**src/sv/sdt_pkg.sv**
```systemverilog
// Package with the types, constants and codes of the scanned device table.
`default_nettype none

package sdt_pkg;

  localparam int unsigned TableDepth = 16;
  localparam int unsigned IdxW       = (TableDepth > 1) ? $clog2(TableDepth) : 1;
  localparam int unsigned CountW     = $clog2(TableDepth + 1);

  localparam int unsigned AddrW      = 48;
  localparam int unsigned RssiW      = 8;
  localparam int unsigned EntryIdxW  = 4;
  localparam int unsigned TotalW     = 5;

  localparam int unsigned PaddrW     = 3;
  localparam int unsigned PdataW     = 32;
  localparam int unsigned ThreshW    = 8;
  localparam logic [ThreshW-1:0] ThreshReset = 8'd5;

  typedef enum logic [0:0] {
    RegRssiThreshold = 1'b0
  } reg_idx_e;

  typedef enum logic [1:0] {
    StatusNew       = 2'd0,
    StatusUpdated   = 2'd1,
    StatusUnchanged = 2'd2,
    StatusDropped   = 2'd3
  } status_e;

  typedef enum logic [1:0] {
    StIdle   = 2'd0,
    StScan   = 2'd1,
    StUpdate = 2'd2
  } state_e;

  typedef struct packed {
    logic [AddrW-1:0]        device_address;
    logic signed [RssiW-1:0] signal_strength;
    logic                    name_present;
  } report_t;

  typedef struct packed {
    logic [EntryIdxW-1:0]    entry_index;
    status_e                 status;
    logic                    rssi_updated;
    logic                    name_gained;
    logic                    refresh_needed;
    logic signed [RssiW-1:0] stored_rssi;
    logic [TotalW-1:0]       device_total;
  } result_t;

endpackage

`default_nettype wire

```
**src/sv/scanned_device_table.sv**
```systemverilog
// Scanned device table: address lookup, append (drop when full) and RSSI/name update.
// A report is accepted while busy is low; the table is then scanned slot by
// slot until the address matches or the stored entries run out, the entry is
// updated or appended, and the result strobes done_o. The next report is taken
// at the end of the strobe cycle, not before; one comparator scans the table.
// Reset clears the entry count and restores the RSSI threshold to 5.
`default_nettype none

module scanned_device_table (
  input  wire logic                         clk_i,
  input  wire logic                         rst_ni,
  input  wire logic                         start,
  output      logic                         busy,
  input  wire sdt_pkg::report_t             report_i,
  output      logic                         done_o,
  output      sdt_pkg::result_t             result_o,
  input  wire logic                         psel,
  input  wire logic                         penable,
  input  wire logic                         pwrite,
  input  wire logic [sdt_pkg::PaddrW-1:0]   paddr,
  input  wire logic [sdt_pkg::PdataW-1:0]   pwdata,
  output      logic [sdt_pkg::PdataW-1:0]   prdata,
  output      logic                         pready
);

  logic [sdt_pkg::AddrW-1:0]        addr_mem  [sdt_pkg::TableDepth];
  logic [sdt_pkg::RssiW-1:0]        rssi_mem  [sdt_pkg::TableDepth];
  logic                             named_mem [sdt_pkg::TableDepth];

  sdt_pkg::state_e                  state_q, state_d;
  logic [sdt_pkg::ThreshW-1:0]      thresh_q;
  logic [sdt_pkg::CountW-1:0]       count_q;
  logic [sdt_pkg::CountW-1:0]       issue_cnt_q;
  logic                             cmp_valid_q;
  logic [sdt_pkg::IdxW-1:0]         cmp_idx_q;
  logic [sdt_pkg::IdxW-1:0]         slot_q;
  logic                             found_q;
  sdt_pkg::report_t                 report_q;
  logic [sdt_pkg::AddrW-1:0]        rd_addr_q;
  logic [sdt_pkg::RssiW-1:0]        rd_rssi_q;
  logic                             rd_named_q;
  logic                             done_q;
  sdt_pkg::result_t                 result_q, result_d;

  logic                             accept;
  logic                             issue_en;
  logic                             hit;
  logic                             scan_end;
  logic                             full;
  logic                             cfg_wr;
  logic signed [sdt_pkg::RssiW:0]   diff;
  logic [sdt_pkg::RssiW:0]          mag;
  logic                             rssi_upd;
  logic                             name_gain;

  assign pready = 1'b1;
  assign cfg_wr = psel && penable && pwrite
                  && (paddr[sdt_pkg::PaddrW-1] == sdt_pkg::RegRssiThreshold);
  assign prdata = (paddr[sdt_pkg::PaddrW-1] == sdt_pkg::RegRssiThreshold)
                  ? {{(sdt_pkg::PdataW - sdt_pkg::ThreshW){1'b0}}, thresh_q}
                  : '0;

  assign full = (count_q == sdt_pkg::CountW'(sdt_pkg::TableDepth));

  // Next state.
  always_comb begin
    state_d = state_q;
    case (state_q)
      sdt_pkg::StIdle: begin
        if (start) begin
          state_d = sdt_pkg::StScan;
        end
      end
      sdt_pkg::StScan: begin
        if (hit || scan_end) begin
          state_d = sdt_pkg::StUpdate;
        end
      end
      sdt_pkg::StUpdate: begin
        state_d = sdt_pkg::StIdle;
      end
      default: begin
        state_d = sdt_pkg::StIdle;
      end
    endcase
  end

  // Sequencer outputs.
  always_comb begin
    busy     = 1'b1;
    accept   = 1'b0;
    hit      = 1'b0;
    issue_en = 1'b0;
    scan_end = 1'b0;
    case (state_q)
      sdt_pkg::StIdle: begin
        busy   = 1'b0;
        accept = start;
      end
      sdt_pkg::StScan: begin
        hit      = cmp_valid_q && (rd_addr_q == report_q.device_address);
        issue_en = !hit && (issue_cnt_q < count_q);
        scan_end = !hit && !cmp_valid_q && (issue_cnt_q >= count_q);
      end
      sdt_pkg::StUpdate: begin
      end
      default: begin
      end
    endcase
  end

  assign diff = $signed({rd_rssi_q[sdt_pkg::RssiW-1], rd_rssi_q})
                - $signed({report_q.signal_strength[sdt_pkg::RssiW-1],
                           report_q.signal_strength});
  assign mag       = diff[sdt_pkg::RssiW] ? $unsigned(-diff) : $unsigned(diff);
  assign rssi_upd  = (mag >= {1'b0, thresh_q});
  assign name_gain = !rd_named_q && report_q.name_present;

  always_comb begin
    result_d = '0;
    if (found_q) begin
      result_d.entry_index    = sdt_pkg::EntryIdxW'(slot_q);
      result_d.status         = (rssi_upd || name_gain) ? sdt_pkg::StatusUpdated
                                                        : sdt_pkg::StatusUnchanged;
      result_d.rssi_updated   = rssi_upd;
      result_d.name_gained    = name_gain;
      result_d.refresh_needed = rssi_upd || name_gain;
      result_d.stored_rssi    = rssi_upd ? report_q.signal_strength
                                         : $signed(rd_rssi_q);
      result_d.device_total   = sdt_pkg::TotalW'(count_q);
    end else if (!full) begin
      result_d.entry_index    = sdt_pkg::EntryIdxW'(count_q);
      result_d.status         = sdt_pkg::StatusNew;
      result_d.rssi_updated   = 1'b1;
      result_d.name_gained    = report_q.name_present;
      result_d.refresh_needed = 1'b1;
      result_d.stored_rssi    = report_q.signal_strength;
      result_d.device_total   = sdt_pkg::TotalW'(count_q + 1'b1);
    end else begin
      result_d.status         = sdt_pkg::StatusDropped;
      result_d.device_total   = sdt_pkg::TotalW'(count_q);
    end
  end

  always_ff @(posedge clk_i or negedge rst_ni) begin
    if (!rst_ni) begin
      state_q     <= sdt_pkg::StIdle;
      thresh_q    <= sdt_pkg::ThreshReset;
      count_q     <= '0;
      issue_cnt_q <= '0;
      cmp_valid_q <= 1'b0;
      done_q      <= 1'b0;
    end else begin
      state_q <= state_d;
      done_q  <= (state_q == sdt_pkg::StUpdate);
      if (cfg_wr) begin
        thresh_q <= pwdata[sdt_pkg::ThreshW-1:0];
      end
      if (accept) begin
        issue_cnt_q <= '0;
        cmp_valid_q <= 1'b0;
      end else if (state_q == sdt_pkg::StScan) begin
        cmp_valid_q <= issue_en;
        if (issue_en) begin
          issue_cnt_q <= issue_cnt_q + 1'b1;
        end
      end
      if ((state_q == sdt_pkg::StUpdate) && !found_q && !full) begin
        count_q <= count_q + 1'b1;
      end
    end
  end

  always_ff @(posedge clk_i) begin
    if (accept) begin
      report_q <= report_i;
    end
    if (issue_en) begin
      cmp_idx_q <= issue_cnt_q[sdt_pkg::IdxW-1:0];
    end
    if (state_q == sdt_pkg::StScan) begin
      found_q <= hit;
      slot_q  <= cmp_idx_q;
    end
    if (state_q == sdt_pkg::StUpdate) begin
      result_q <= result_d;
    end
  end

  // Table memories: one registered read port, one write port.
  always_ff @(posedge clk_i) begin
    if (issue_en) begin
      rd_addr_q  <= addr_mem[issue_cnt_q[sdt_pkg::IdxW-1:0]];
      rd_rssi_q  <= rssi_mem[issue_cnt_q[sdt_pkg::IdxW-1:0]];
      rd_named_q <= named_mem[issue_cnt_q[sdt_pkg::IdxW-1:0]];
    end
    if (state_q == sdt_pkg::StUpdate) begin
      if (found_q) begin
        if (rssi_upd) begin
          rssi_mem[slot_q] <= report_q.signal_strength;
        end
        if (name_gain) begin
          named_mem[slot_q] <= 1'b1;
        end
      end else if (!full) begin
        addr_mem[count_q[sdt_pkg::IdxW-1:0]]  <= report_q.device_address;
        rssi_mem[count_q[sdt_pkg::IdxW-1:0]]  <= report_q.signal_strength;
        named_mem[count_q[sdt_pkg::IdxW-1:0]] <= report_q.name_present;
      end
    end
  end

  assign done_o   = done_q;
  assign result_o = result_q;

endmodule

`default_nettype wire
```
**config.mk**
```make
export PLATFORM = sky130hd
export DESIGN_NAME = scanned_device_table
export DESIGN_NICKNAME = d
export VERILOG_FILES = /design/src/sv/sdt_pkg.sv /design/src/sv/scanned_device_table.sv
export SDC_FILE = /design/constraint.sdc
export NUM_CORES = 1
export LEC_CHECK = 0
export BUFFER_PORTS_ARGS = -buffer_cell sky130_fd_sc_hd__buf_2
export CORE_UTILIZATION = 64
export CTS_BUF_LIST = sky130_fd_sc_hd__clkbuf_2 sky130_fd_sc_hd__clkbuf_4 sky130_fd_sc_hd__clkbuf_8
export CTS_CLUSTER_SIZE = 40
export DETAILED_ROUTE_END_ITERATION = 7
export GPL_ROUTABILITY_DRIVEN = 0
export HOLD_SLACK_MARGIN = 0.08
export PLACE_DENSITY = 0.82
export SYNTH_ARGS = -nofsm -noshare
export SYNTH_HDL_FRONTEND = slang
export SYNTH_SLANG_ARGS = --single-unit
export TNS_END_PERCENT = 5
```
**constraint.sdc**
```tcl
create_clock -name clk_i -period 7.49 [get_ports clk_i]
set_clock_uncertainty 0.05 [all_clocks]
set_input_delay 0.749 -clock clk_i [delete_from_list [all_inputs] [get_ports clk_i]]
set_output_delay 0.749 -clock clk_i [all_outputs]
set_load 0.01 [all_outputs]
```
### Word-level counts from Yosys, hierarchy flattened

Memories as Yosys holds them, arrays and structs flattened. A register that Yosys moved wholly into a read port is not among the register bits.
Cells that the tools add are included.

| word-level totals | value |
|---|---|
| memory bits (writable) | 912 |
| memories | 3 |
| register bits | 110 |
| bits of input ports | 98 |

| cells by class | value |
|---|---|
| muxes and demuxes | 40 |
| add/sub/neg operators | 4 |
| bitwise logic cells | 1 |
| order comparisons | 3 |
| reduce and logical (&&, ||, !) cells | 24 |
| eq/ne operators | 6 |

Memories:

| memory | depth | bits a word | read ports | clocked after memory_dff | wr ports | line | source |
|---|---|---|---|---|---|---|---|
| addr_mem | 16 | 48 | 1 | 1 | 1 | scanned_device_table.sv:26 | `logic [sdt_pkg::AddrW-1:0] addr_mem [sdt_pkg::TableDepth];` |
| rssi_mem | 16 | 8 | 1 | 1 | 1 | scanned_device_table.sv:27 | `logic [sdt_pkg::RssiW-1:0] rssi_mem [sdt_pkg::TableDepth];` |
| named_mem | 16 | 1 | 1 | 1 | 1 | scanned_device_table.sv:28 | `logic named_mem [sdt_pkg::TableDepth];` |

Operator list:

| cell | number |
|---|---|
| $eq A48 B48 Y1 | 1 |
| $mux W8 | 3 |
| $mux W1 | 22 |
| $mux W22 | 1 |
| $mux W5 | 4 |
| $mux W4 | 3 |
| $mux W11 | 1 |
| $add A5 B1 Y5 const B | 2 |
| $logic_and A1 B1 Y1 | 10 |
| $ge A9 B8 Y1 | 1 |
| $mux W9 | 1 |
| $neg A9 Y9 | 1 |
| $sub A8 B8 Y9 | 1 |
| $mux W2 | 4 |
| $reduce_or A8 Y1 | 1 |
| $eq A5 B5 Y1 const B | 1 |
| $ge A5 B5 Y1 | 1 |
| $logic_not A1 Y1 | 5 |
| $lt A5 B5 Y1 | 1 |
| $ne A2 B2 Y1 const B | 2 |
| $pmux W2 S2 | 1 |
| $reduce_and A2 Y1 | 2 |
| $reduce_bool A2 Y1 | 2 |
| $eq A2 B1 Y1 const B | 1 |
| other kinds (5) | 6 |

### Logic depth before layout (Yosys ltp)

Gate-level depths: netlist of run 1.

| depth | value |
|---|---|
| word-level depth | 9 |
| gate-level depth with buffers | 18 |
| mapped depth without buffers | 17 |

### Worst setup path after synthesis of run 1

Ideal clock, no wire load.

| timing | value |
|---|---|
| path type | reg-to-reg |
| start point | reg state_q[0] |
| end point | mem addr_mem[3][0] (netlist bit), enable pin |
| clock period less this slack | 6099 ps |
| setup slack | 1391 ps |
| cell stages (with the launch flop) | 8 |
| arrival time | 5536 ps |
| data required time | 6927 ps |
| cell sequence | dfrtp_1 -> nor2b_1 -> clkbuf_1 -> and3_1 -> clkbuf_1 -> buf_1 -> nand2_1 -> nor3_1 |

| on the way | value |
|---|---|
| word-level cells in the longest chain between the ends | 3 |

RTL lines:

| item | line | source |
|---|---|---|
| start: declaration | scanned_device_table.sv:30 | `sdt_pkg::state_e state_q, state_d;` |
| start signal: assignment | scanned_device_table.sv:147 | `state_q <= sdt_pkg::StIdle;` |
| start signal: assignment | scanned_device_table.sv:154 | `state_q <= state_d;` |
| $eq A2 B2 Y1 | scanned_device_table.sv:197 | `if (state_q == sdt_pkg::StUpdate) begin` |
| $mux W1 | scanned_device_table.sv:197 |  |
| $mux W1 (not written as such) | scanned_device_table.sv:206 | `addr_mem[count_q[sdt_pkg::IdxW-1:0]] <= report_q.device_address;` |
| end: declaration | scanned_device_table.sv:26 |  |

Every way passes these cells.

### Worst setup path after layout of run 1

| timing | value |
|---|---|
| start point | reg report_q[1] (netlist bit) |
| end point | mem rssi_mem[13][3] (netlist bit), enable pin |

| on the way | value |
|---|---|
| word-level cells in the longest chain between the ends | 9 |

RTL lines:

| item | line | source |
|---|---|---|
| start: declaration | scanned_device_table.sv:38 | `sdt_pkg::report_t report_q;` |
| start signal: assignment | scanned_device_table.sv:176 | `report_q <= report_i;` |
| $sub A8 B8 Y9 * | scanned_device_table.sv:113 | `- $signed({report_q.signal_strength[sdt_pkg::RssiW-1],` |
| $neg A9 Y9 | scanned_device_table.sv:115 | `assign mag = diff[sdt_pkg::RssiW] ? $unsigned(-diff) : $unsigned(diff);` |
| $mux W9 * | scanned_device_table.sv:115 |  |
| $ge A9 B8 Y1 * | scanned_device_table.sv:116 | `assign rssi_upd = (mag >= {1'b0, thresh_q});` |
| $mux W1 * | scanned_device_table.sv:199 | `if (rssi_upd) begin` |
| $mux W1 * | scanned_device_table.sv:198 | `if (found_q) begin` |
| $mux W1 * | scanned_device_table.sv:197 |  |
| $mux W1 (not written as such) * | scanned_device_table.sv:200 | `rssi_mem[slot_q] <= report_q.signal_strength;` |
| $mux W1 (no source line) * | - |  |
| end: declaration | scanned_device_table.sv:27 |  |

Every way passes the cells marked *; elsewhere a longest branch is shown, timed or not.

==> results.cfg, run 1 <==
[worst_hold_path]
hp-class = in -> reg

[setup_path]
cp_num_buf_inv = 1
critical_path.top_delay_family = compound AO/OA/AOI/OAI gates
path_class = reg -> reg
crit_arrival_ns = 5.63
path_cells = ha_1, inv_1, fa_1, a211oi_2, nor2_2, a211oi_1, a211oi_2, nor2_1, xnor2_1, ha_1, a21o_1, a211oi_1, o21ai_0, a21o_1, a211oi_1, nor2_1
worstSetupEndpointType = flip-flop
slowest_stage = edfxtp_1
critPathRequiredTime_ns = 7.89
crit_top_cell = a211oi_1
critPathMaxStageDelay_ns = 0.78
start_kind = flip-flop
crit_fanout = 19

[yosys]
yosysWarnings = 0
ys_ff_latch = 1079
synth.distinct_cells = 60
synth_edf_count = 1057
syn-cell-area_um2 = 41890
synth_top_area_share_pct = 75.77
synth_area_leader_cell = edfxtp_1
synthCells = 1864
ys_seq_area_share_pct = 77.09
synth_area_leaders = edfxtp_1 (76%), mux4_2 (15%), dfrtp_1 (1.2%)
synth.avg_cell_area_um2 = 22.47
async_reset_ff_share_pct = 2.039
synth_ff_type = edfxtp_1

[global_route]
met3_usage_pct = 5.143
grt-busiest-layer = met2
track_usage_pct = 27.96
use_met2_pct = 45.16
gr-total-overflow = 0
antenna_found_initial = 2
grt_max_degree = 116
grt_pass1_vias = 20949
grtUsageMet1_pct = 38.32
grt_pass1_wl_mm = 132.6

[timing]
rsz0062_at_grt = no
finalMaxSlewViolations = 0
final.period_utilization_pct = 69.76
post-route-min-period_ns = 5.225
tightest_slew_ns = 1.149
fin_hold_ws_ns = 0.1397
setup_tns_ns = 0
max_freq_ghz = 0.1914
hold_viol_final = 0
setup_violations = 0
maxSlewHeadroom_pct = 23.43

[die]
die_h_um = 257.8
chipWidth_um = 257.8
pin_count = 155
core_area_um2 = 64580
rows = 93
dieArea_um2 = 66480
initial_core_util_pct = 64.87

[run]
max_cap_viol_count = 0

[layout]
multiInputGateArea_um2 = 9166
fin_util_pct = 72.93
stdcell_area_um2 = 47100
drive_gt1_share_pct = 32.05
fillCellCount = 3422
final_cells = 3112
nets = 2266
seq_area_um2 = 32310
area_growth_pct = 12.43

[cts]
cts-htree-levels = 4
cts_root_buffer = clkbuf_8
clkLatencyLatePin_ns = 0.82
clock_path_buffers = 3
cts_tree = built
cts.clk_slew.worst_paths_ns = 0.05
cts_made_buffers = 161
post-cts-setup-buffers = 0
clkSinkCount = 1079

[detailed_routing]
post_drt_wl_per_cell_um = 28.95
vias_per_cell = 6.487
antenna_left = 0
first_pass_iters = 8
drc = 0
via_count = 20186
drt-initial-drc-count = 2714
drt_wl_total_mm = 90.10

[pwr]
power.density_nw_per_um2 = 345.2
static-leakage-power_nw = 15.03
vdd_drop_max_mv = 0.2486

[placement]
hpwlAfterDp_mm = 46.87
dpl_cell_area_um2 = 43470
dp.cells = 2780
io_buffers = 103

[status]
outcome = finished clean
[report_power, final]
part / internal (W) / switching [W]
clock network: 0.00250 / 0.00215
logic: 0.00175 / 0.00191
registers: 0.00739 / 0.000557
[worst paths after layout]
path	from	end	slack (ns)	cells past startpoint
setup / recovery	report_q[1]$_DFFE_PP_	rssi_mem[13][3]$_DFFE_PP_	2.26	16
hold / removal	report_i[51]	report_q[51]$_DFFE_PP_	0.14	1
setup reg to reg	report_q[1]$_DFFE_PP_	rssi_mem[13][3]$_DFFE_PP_	2.26	16
hold reg to reg	cmp_idx_q[1]$_DFFE_PP_	slot_q[1]$_DFFE_PP_	0.37	0
max in group asynchronous	rst_ni	issue_cnt_q[2]$_DFFE_PN0P_	6.52	2
min in group asynchronous	rst_ni	count_q[1]$_DFFE_PN0P_	0.44	2
[sequential cells by signal (all words and copies together), names as in the netlist, 2 cells and up]
| signal | cells |
|---|---|
| report_q | 57 |
| named_mem | 16 |
| rssi_mem | 128 |
| count_q | 5 |
| issue_cnt_q | 5 |
| rd_addr_q | 48 |
| state_q | 2 |
| result_o | 22 |
| thresh_q | 8 |
| rd_rssi_q | 8 |
| slot_q | 4 |
| cmp_idx_q | 4 |
| addr_mem | 768 |
[layout make-up]
type	count	area share, %
well taps	855	2.271
clock inverters	61	0.9059
diodes	1	0.005313
multi-input cells	671	19.46
flip-flops and latches	1079	68.60
inverters	38	0.3055
clock buffers	219	5.709
repair buffers	188	2.747
[per-stage QoR]
step	setup WS (ns)	total power (W)
after CTS	2.321	0.01633
after global routing	1.935	0.01689
after global placement	2.474	0.01156
final	2.265	0.01626
after detailed placement	2.328	0.01171
after floorplan	1.391	0.01063
[cell usage after synthesis, types with 2 or more instances]
| cell | instances |
|---|---|
| o31ai_1 | 2 |
| nor3b_1 | 4 |
| a211oi_1 | 5 |
| xor2_1 | 21 |
| dfstp_2 | 2 |
| a211oi_2 | 2 |
| buf_1 | 6 |
| nand3_1 | 5 |
| o2111ai_1 | 2 |
| mux2_2 | 17 |
| nand2_1 | 28 |
| nor3_1 | 12 |
| or4_1 | 2 |
| inv_1 | 38 |
| clkbuf_1 | 49 |
| buf_2 | 18 |
| mux2i_1 | 5 |
| o21ai_0 | 12 |
| nor4_1 | 13 |
| a21o_1 | 6 |
| conb_1 | 2 |
| xnor2_1 | 37 |
| or3_1 | 3 |
| nand3b_1 | 3 |
| nor4b_1 | 2 |
| nor2_1 | 70 |
| mux4_2 | 285 |
| nand2b_1 | 7 |
| and3_1 | 4 |
| buf_4 | 25 |
| dfrtp_1 | 20 |
| ha_1 | 28 |
| nand4_1 | 9 |
| a21oi_1 | 14 |
| nor2b_1 | 6 |
| or2_2 | 5 |
| a31oi_1 | 8 |
| nor3_4 | 2 |
| o21a_1 | 3 |
| edfxtp_1 | 1057 |
| o211ai_1 | 5 |
| a22o_1 | 2 |
[logic make-up after synthesis]
family	synth area share, %
adders and majority gates	0.8841
and+or+nand+nor	2.225
DFF	77.09
buffers and inverters	1.523
other	0.01793
AOI/OAI and AO/OA	1.123
muxes	15.93
xor gates and xnor gates	1.213
[metal layers]
| layer | vias up | wire length, um |
|---|---|---|
| met5 | - | 0 |
| met4 | 0 | 2868 |
| met3 | 177 | 8326 |
| met2 | 1251 | 45740 |
| met1 | 10450 | 33170 |
| li1 | 8308 | - |
[worst reg2reg max path, stage by stage, from the launching register on]
cell	delay, ns
edfxtp_1	0.78
ha_1	0.31
inv_1	0.06
fa_1	0.41
a211oi_2	0.35
nor2_2	0.10
a211oi_1	0.30
a211oi_2	0.18
nor2_1	0.18
xnor2_1	0.14
ha_1	0.26
a21o_1	0.19
a211oi_1	0.24
o21ai_0	0.12
a21o_1	0.28
a211oi_1	0.59
nor2_1	0.38
[cells in the final DEF, fill, tap and decap left out, types with 6 or more instances in the layout]
master            n
a21o_1            6
a21oi_1          14
a31oi_1           8
buf_2           103
buf_4            33
clkbuf_4         52
clkbuf_8        167
clkinv_1         34
clkinv_2         15
conb_1           25
dfrtp_1          16
dlygate4sd3_1    51
edfxtp_1       1057
ha_1             28
inv_1            37
mux2_2           17
mux4_2          285
nand2_1          28
nand2b_1          7
nand4_1           9
nor2_1           57
nor2_4           13
nor3_1            8
nor4_1           13
o21ai_0          12
xnor2_1          37
xor2_1           21
[what timing repair did]
item,in CTS,in global routing
hold buffers,51,0
gates resized for setup,0,0
hold endpoints to repair,70,0
endpoints found under the setup margin,0,0
(Power assumes the default switching activity.)
==> inputs of run 2 (changes only) <==
- CORE_UTILIZATION: 64 -> 58
- PLACE_DENSITY: 0.82 -> 0.78
- clock period: 7.49 -> 4.4 ns (I/O delays scaled with it)
==> results.cfg, run 2 (synthesis gave the netlist of run 1 again) <==
[die]
die_h_um = 270.8
initial_core_util_pct = 58.60
core_area_um2 = 71490
dieArea_um2 = 73310
pin_count = 155
rows = 98
chipWidth_um = 270.8

[setup_path]
slowest_stage = fa_2
critPathRequiredTime_ns = 4.88
worst_r2r_endpoint = result_o[9]$_DFFE_PP_
crit_fanout = 8
r2r_slack_ns = 0.15
cp_num_buf_inv = 3
reg2reg_depth = 18
worstSetupEndpointType = flip-flop
crit_cells = 18
path_class = reg -> reg
critical_path.top_delay_family = compound AO/OA/AOI/OAI gates
path_cells = inv_2, ha_4, inv_1, fa_2, a211oi_4, nor2_2, a211oi_2, a211oi_4, nor2_2, xnor2_1, ha_1, a21o_1, a211oi_2, o21ai_1, a21o_2, nor3_4, buf_6, mux2_2
setup.worst_path.end = result_o[9]$_DFFE_PP_
crit_arrival_ns = 4.73
start_kind = flip-flop
critPathLaunch = rd_rssi_q[0]$_DFFE_PP_
reg2reg_from = rd_rssi_q[0]$_DFFE_PP_
critPathMaxStageDelay_ns = 0.44

[timing]
final.period_utilization_pct = 96.50
setup_violations = 0
maxSlewHeadroom_pct = 23.91
hold_viol_final = 0
finalMaxSlewViolations = 0
post-route-min-period_ns = 4.246
tightest_slew_ns = 1.141
fin_hold_ws_ns = 0.2492
max_freq_ghz = 0.2355

[detailed_routing]
via_count = 20286
drc = 0
post_drt_wl_per_cell_um = 27.74
drt_wl_total_mm = 90.84
drt-initial-drc-count = 2266
antenna_left = 0
first_pass_iters = 5
vias_per_cell = 6.196

[layout]
layout_commonest_cell = edfxtp_1
stdcell_area_um2 = 48170
fillCellCount = 4264
drive_gt1_share_pct = 34.05
final_cells = 3274
final_cell_mix = edfxtp_1 (1,057), mux4_2 (285), clkbuf_8 (165)
largest_reg_flops = 768
area_growth_pct = 14.99
nets = 2333

[global_route]
gr-total-overflow = 0
grt_pass1_wl_mm = 134.3
track_usage_pct = 25.47
grt_pass1_vias = 21196
grt_max_degree = 178
antenna_found_initial = 1

[pwr]
vdd_drop_max_mv = 0.3960
power.density_nw_per_um2 = 584.7
static-leakage-power_nw = 15.40

[cts]
clock_path_buffers = 3
cts_root_buffer = clkbuf_8
cts_tree = built
clkSinkCount = 1079
cts.clk_slew.worst_paths_ns = 0.06
clkLatencyLatePin_ns = 0.79
cts-htree-levels = 4
cts_made_buffers = 163

[worst_hold_path]
hp-class = in -> reg

[placement]
dpl_cell_area_um2 = 44260
dp.cells = 2918
io_buffers = 103
hpwlAfterDp_mm = 49.79

[run]
max_cap_viol_count = 0

[status]
outcome = finished clean
run 2: changes by cell type in the layout (fill, tap and decap cells not counted), moves of 4 or more:
cell,delta
nor2_2,+6
dlygate4sd3_1,+18
nor2_1,-6
clkbuf_4,+8
nor3_4,+4
buf_4,+20
nor3_2,-4
buf_12,+26
clkinv_2,-5
run 2: timing repair:
action / 4_1_cts / 5_1_grt
setup buffers: 0 / 4
hold buffers: 69 / 0
endpoints found under the hold margin: 89 / 0
resized for setup: 7 / 16
pin swaps: 1 / 9
setup endpoints to repair: 91 / 139
run 2: how the worst min path moves through the flow:
stage                            from                       to  slack (ns)  cells after the start
3_3_place_gp   cmp_idx_q[3]$_DFFE_PP_      slot_q[3]$_DFFE_PP_        0.35                      0
5_1_grt                        pwrite  thresh_q[0]$_DFFE_PN1P_        0.24                      3
3_5_place_dp   cmp_idx_q[1]$_DFFE_PP_      slot_q[1]$_DFFE_PP_        0.35                      0
4_1_cts                        pwrite  thresh_q[1]$_DFFE_PN0P_        0.18                      3
6_report                       pwrite  thresh_q[1]$_DFFE_PN0P_        0.25                      3
2_1_floorplan                  rst_ni  cmp_valid_q$_DFFE_PN0P_        0.09                      0
run 2: area by class of cell:
class	instances	area, um^2	share of cell area (%)
Multi-Input combinational cell	671	9284	19.27
Sequential cell	1079	32310	67.07
Antenna cell	1	2.502	0.005195
Timing Repair Buffer	253	2156	4.475
Clock inverter	57	366.6	0.7610
Tap cell	950	1189	2.468
Clock buffer	225	2721	5.649
Inverter	38	143.9	0.2987
run 2: where the power goes:
group / leakage (nW) / internal (W) / switching (W)
clock: 1.63 / 0.00413 / 0.00371
sequential: 9.82 / 0.0126 / 0.000775
combinational: 3.95 / 0.00332 / 0.00365
total: 15.4 / 0.0200 / 0.00814
run 2: stage by stage:
step	setup WS, ns	TNS (ns)	total power (W)	util (%)
after floorplan	-0.4580	-270.41	0.01809	-
after global placement	0.009349	0	0.01997	61.92
after detailed placement	-0.2091	-6.522	0.02019	61.92
after CTS	0.06246	0	0.02806	67.23
after global routing	-0.02452	-0.2575	0.02930	67.39
final	0.1542	0	0.02817	67.39
run 2: tightest hold or removal path, delay by kind of cell:
family,cells,cell delay [ns]
simple gates,1,0.29
mux,1,0.22
buf+inv,1,0.09
run 2: layer usage:
| metal | track usage, % | share of wire [%] | vias to the layer above |
|---|---|---|---|
| met2 | 41.03 | 50 | 1105 |
| met4 | 9.605 | 2.8 | 0 |
| met3 | 5.583 | 8.7 | 182 |
| met5 | 0 | 0 | - |
| li1 | - | - | 8434 |
| met1 | 34.56 | 38 | 10565 |
==> inputs of run 3 (changes only) <==
- BUFFER_PORTS_ARGS: -buffer_cell sky130_fd_sc_hd__buf_2 -> unset
- CORE_UTILIZATION: 58 -> 59
- CTS_BUF_LIST: sky130_fd_sc_hd__clkbuf_2 sky130_fd_sc_hd__clkbuf_4 sky130_fd_sc_hd__clkbuf_8 -> sky130_fd_sc_hd__clkbuf_8
- DONT_BUFFER_PORTS: unset -> 1
==> results.cfg, run 3 (synthesis gave the netlist of run 1 again) <==
[layout]
stdcell_area_um2 = 47560
drive_gt1_share_pct = 28.30
final_cell_mix = edfxtp_1 (1,057), mux4_2 (285), clkbuf_8 (165)
layout_commonest_cell = edfxtp_1
fillCellCount = 4252
largest_reg_flops = 768
area_growth_pct = 13.52
nets = 2232

[timing]
setup_tns_ns = 0
tightest_slew_ns = 1.080
fin_hold_ws_ns = 0.1499
timing.final.ws_setup_ns = 0.1630
hold_viol_final = 0
post-route-min-period_ns = 4.237
setup_violations = 0
finalMaxSlewViolations = 0
final.period_utilization_pct = 96.29
maxSlewHeadroom_pct = 27.67
max_freq_ghz = 0.2360

[setup_path]
cp_num_buf_inv = 3
crit_fanout = 17
path_cells = inv_1, ha_1, inv_1, fa_2, a211oi_2, nor2_2, a211oi_2, a211oi_4, nor2_1, xnor2_1, ha_1, a21o_1, a211oi_1, o21ai_0, a21o_2, nor3_4, buf_12, mux2_2
reg2reg_from = rd_rssi_q[0]$_DFFE_PP_
critical_path.top_delay_family = compound AO/OA/AOI/OAI gates
critPathMaxStageDelay_ns = 0.38
critPathRequiredTime_ns = 4.89
path_class = reg -> reg
crit_arrival_ns = 4.73
worstSetupEndpointType = flip-flop
slowest_stage = fa_2
critPathLaunch = rd_rssi_q[0]$_DFFE_PP_
start_kind = flip-flop

[global_route]
track_usage_pct = 26.23
grt_max_degree = 77
antenna_found_initial = 2
grt_pass1_vias = 20653
gr-total-overflow = 0
grt_pass1_wl_mm = 133.1

[die]
die_h_um = 268.5
pin_count = 155
chipWidth_um = 268.5
rows = 97
core_area_um2 = 70150
dieArea_um2 = 72070
initial_core_util_pct = 59.72

[worst_hold_path]
hp-class = in -> reg
hold_start = pwrite

[cts]
clock_path_buffers = 3
cts_made_buffers = 161
cts_tree = built
cts_root_buffer = clkbuf_8
cts-htree-levels = 4
post-cts-setup-buffers = 0
cts.clk_slew.worst_paths_ns = 0.07
clkSinkCount = 1079
clkLatencyLatePin_ns = 0.82

[detailed_routing]
vias_per_cell = 6.278
drt_wl_total_mm = 90.95
antenna_left = 0
first_pass_iters = 5
drc = 0
post_drt_wl_per_cell_um = 28.62
via_count = 19953
drt-initial-drc-count = 2332

[status]
outcome = finished clean

[pwr]
static-leakage-power_nw = 15.12
power.density_nw_per_um2 = 588.8
vdd_drop_max_mv = 0.4324

[placement]
io_buffers = 0
hpwlAfterDp_mm = 50.19
dpl_cell_area_um2 = 43610
pre_cts_slack_ns = -0.04032

[run]
max_cap_viol_count = 0
## run 3: cell count changes in the layout (fill, tap and decap cells not counted), sizes merged
cell and change:
clkinv +18, buf -104, dlygate4sd3 +5, inv +50, clkbuf -60, clkinvlp -2, bufinv +7
## run 3: worst reg2reg max path, stage by stage, from the launching register on
cell      delay (ns)
edfxtp_1        0.36
inv_1           0.09
ha_1            0.19
inv_1           0.07
fa_2            0.38
a211oi_2        0.25
nor2_2          0.09
a211oi_2        0.28
a211oi_4        0.11
nor2_1          0.16
xnor2_1         0.14
ha_1            0.26
a21o_1          0.18
a211oi_1        0.21
o21ai_0         0.12
a21o_2          0.30
nor3_4          0.17
buf_12          0.18
mux2_2          0.36
## run 3: power breakdown
group | internal, W | switching (W) | leakage [nW]
Sequential | 0.0126 | 0.000833 | 9.82
Combinational | 0.00318 | 0.00355 | 3.53
Clock | 0.00406 | 0.00380 | 1.77
Total | 0.0198 | 0.00818 | 15.1
## run 3: path summary, 6_finish.rpt
path                                                    to  slack (ns)  cells after the start
worst min-delay path               thresh_q[5]$_DFFE_PN0P_        0.15                      2
max in group asynchronous       issue_cnt_q[0]$_DFFE_PN0P_        3.92                      3
min in group asynchronous           count_q[3]$_DFFE_PN0P_        0.19                      3
worst max-delay path                 result_o[9]$_DFFE_PP_        0.16                     18
worst min register to register         slot_q[0]$_DFFE_PP_        0.37                      0
worst max register to register       result_o[9]$_DFFE_PP_        0.16                     18
## run 3: routing by layer
metal  global-route usage [%]  routed length, um  vias to the layer above
li1                         -                  -                     8247
met4                    9.644               2636                        2
met2                    42.65              45860                     1112
met1                    35.42              34220                    10393
met5                        0                 11                        -
met3                    5.781               8216                      199
## run 3: final cells by class
| cell class | instances | area, um^2 | area share [%] |
|---|---|---|---|
| Sequential cell | 1079 | 32310 | 67.94 |
| Multi-Input combinational cell | 671 | 9245 | 19.44 |
| Clock buffer | 165 | 2271 | 4.775 |
| Timing Repair Buffer | 154 | 1570 | 3.302 |
| Tap cell | 940 | 1176 | 2.473 |
| Clock inverter | 130 | 838.3 | 1.763 |
| Inverter | 38 | 143.9 | 0.3026 |
| Antenna cell | 1 | 2.502 | 0.005262 |
## run 3: per-stage QoR
stage / power [W] / utilization, % / instances
floorplan: 0.01809 / - / 1887
global placement: 0.01997 / 62.16 / 2806
detailed placement: 0.02017 / 62.16 / 2806
CTS: 0.02807 / 67.73 / 3177
global route: 0.02906 / 67.79 / 3178
finish: 0.02800 / 67.79 / 3178
## run 3: repair_timing
item,4_1_cts,5_1_grt
pin swaps,0,3
endpoints found under the hold margin,92,0
setup endpoints to repair,64,135
resized for setup,5,8
hold buffers,76,0
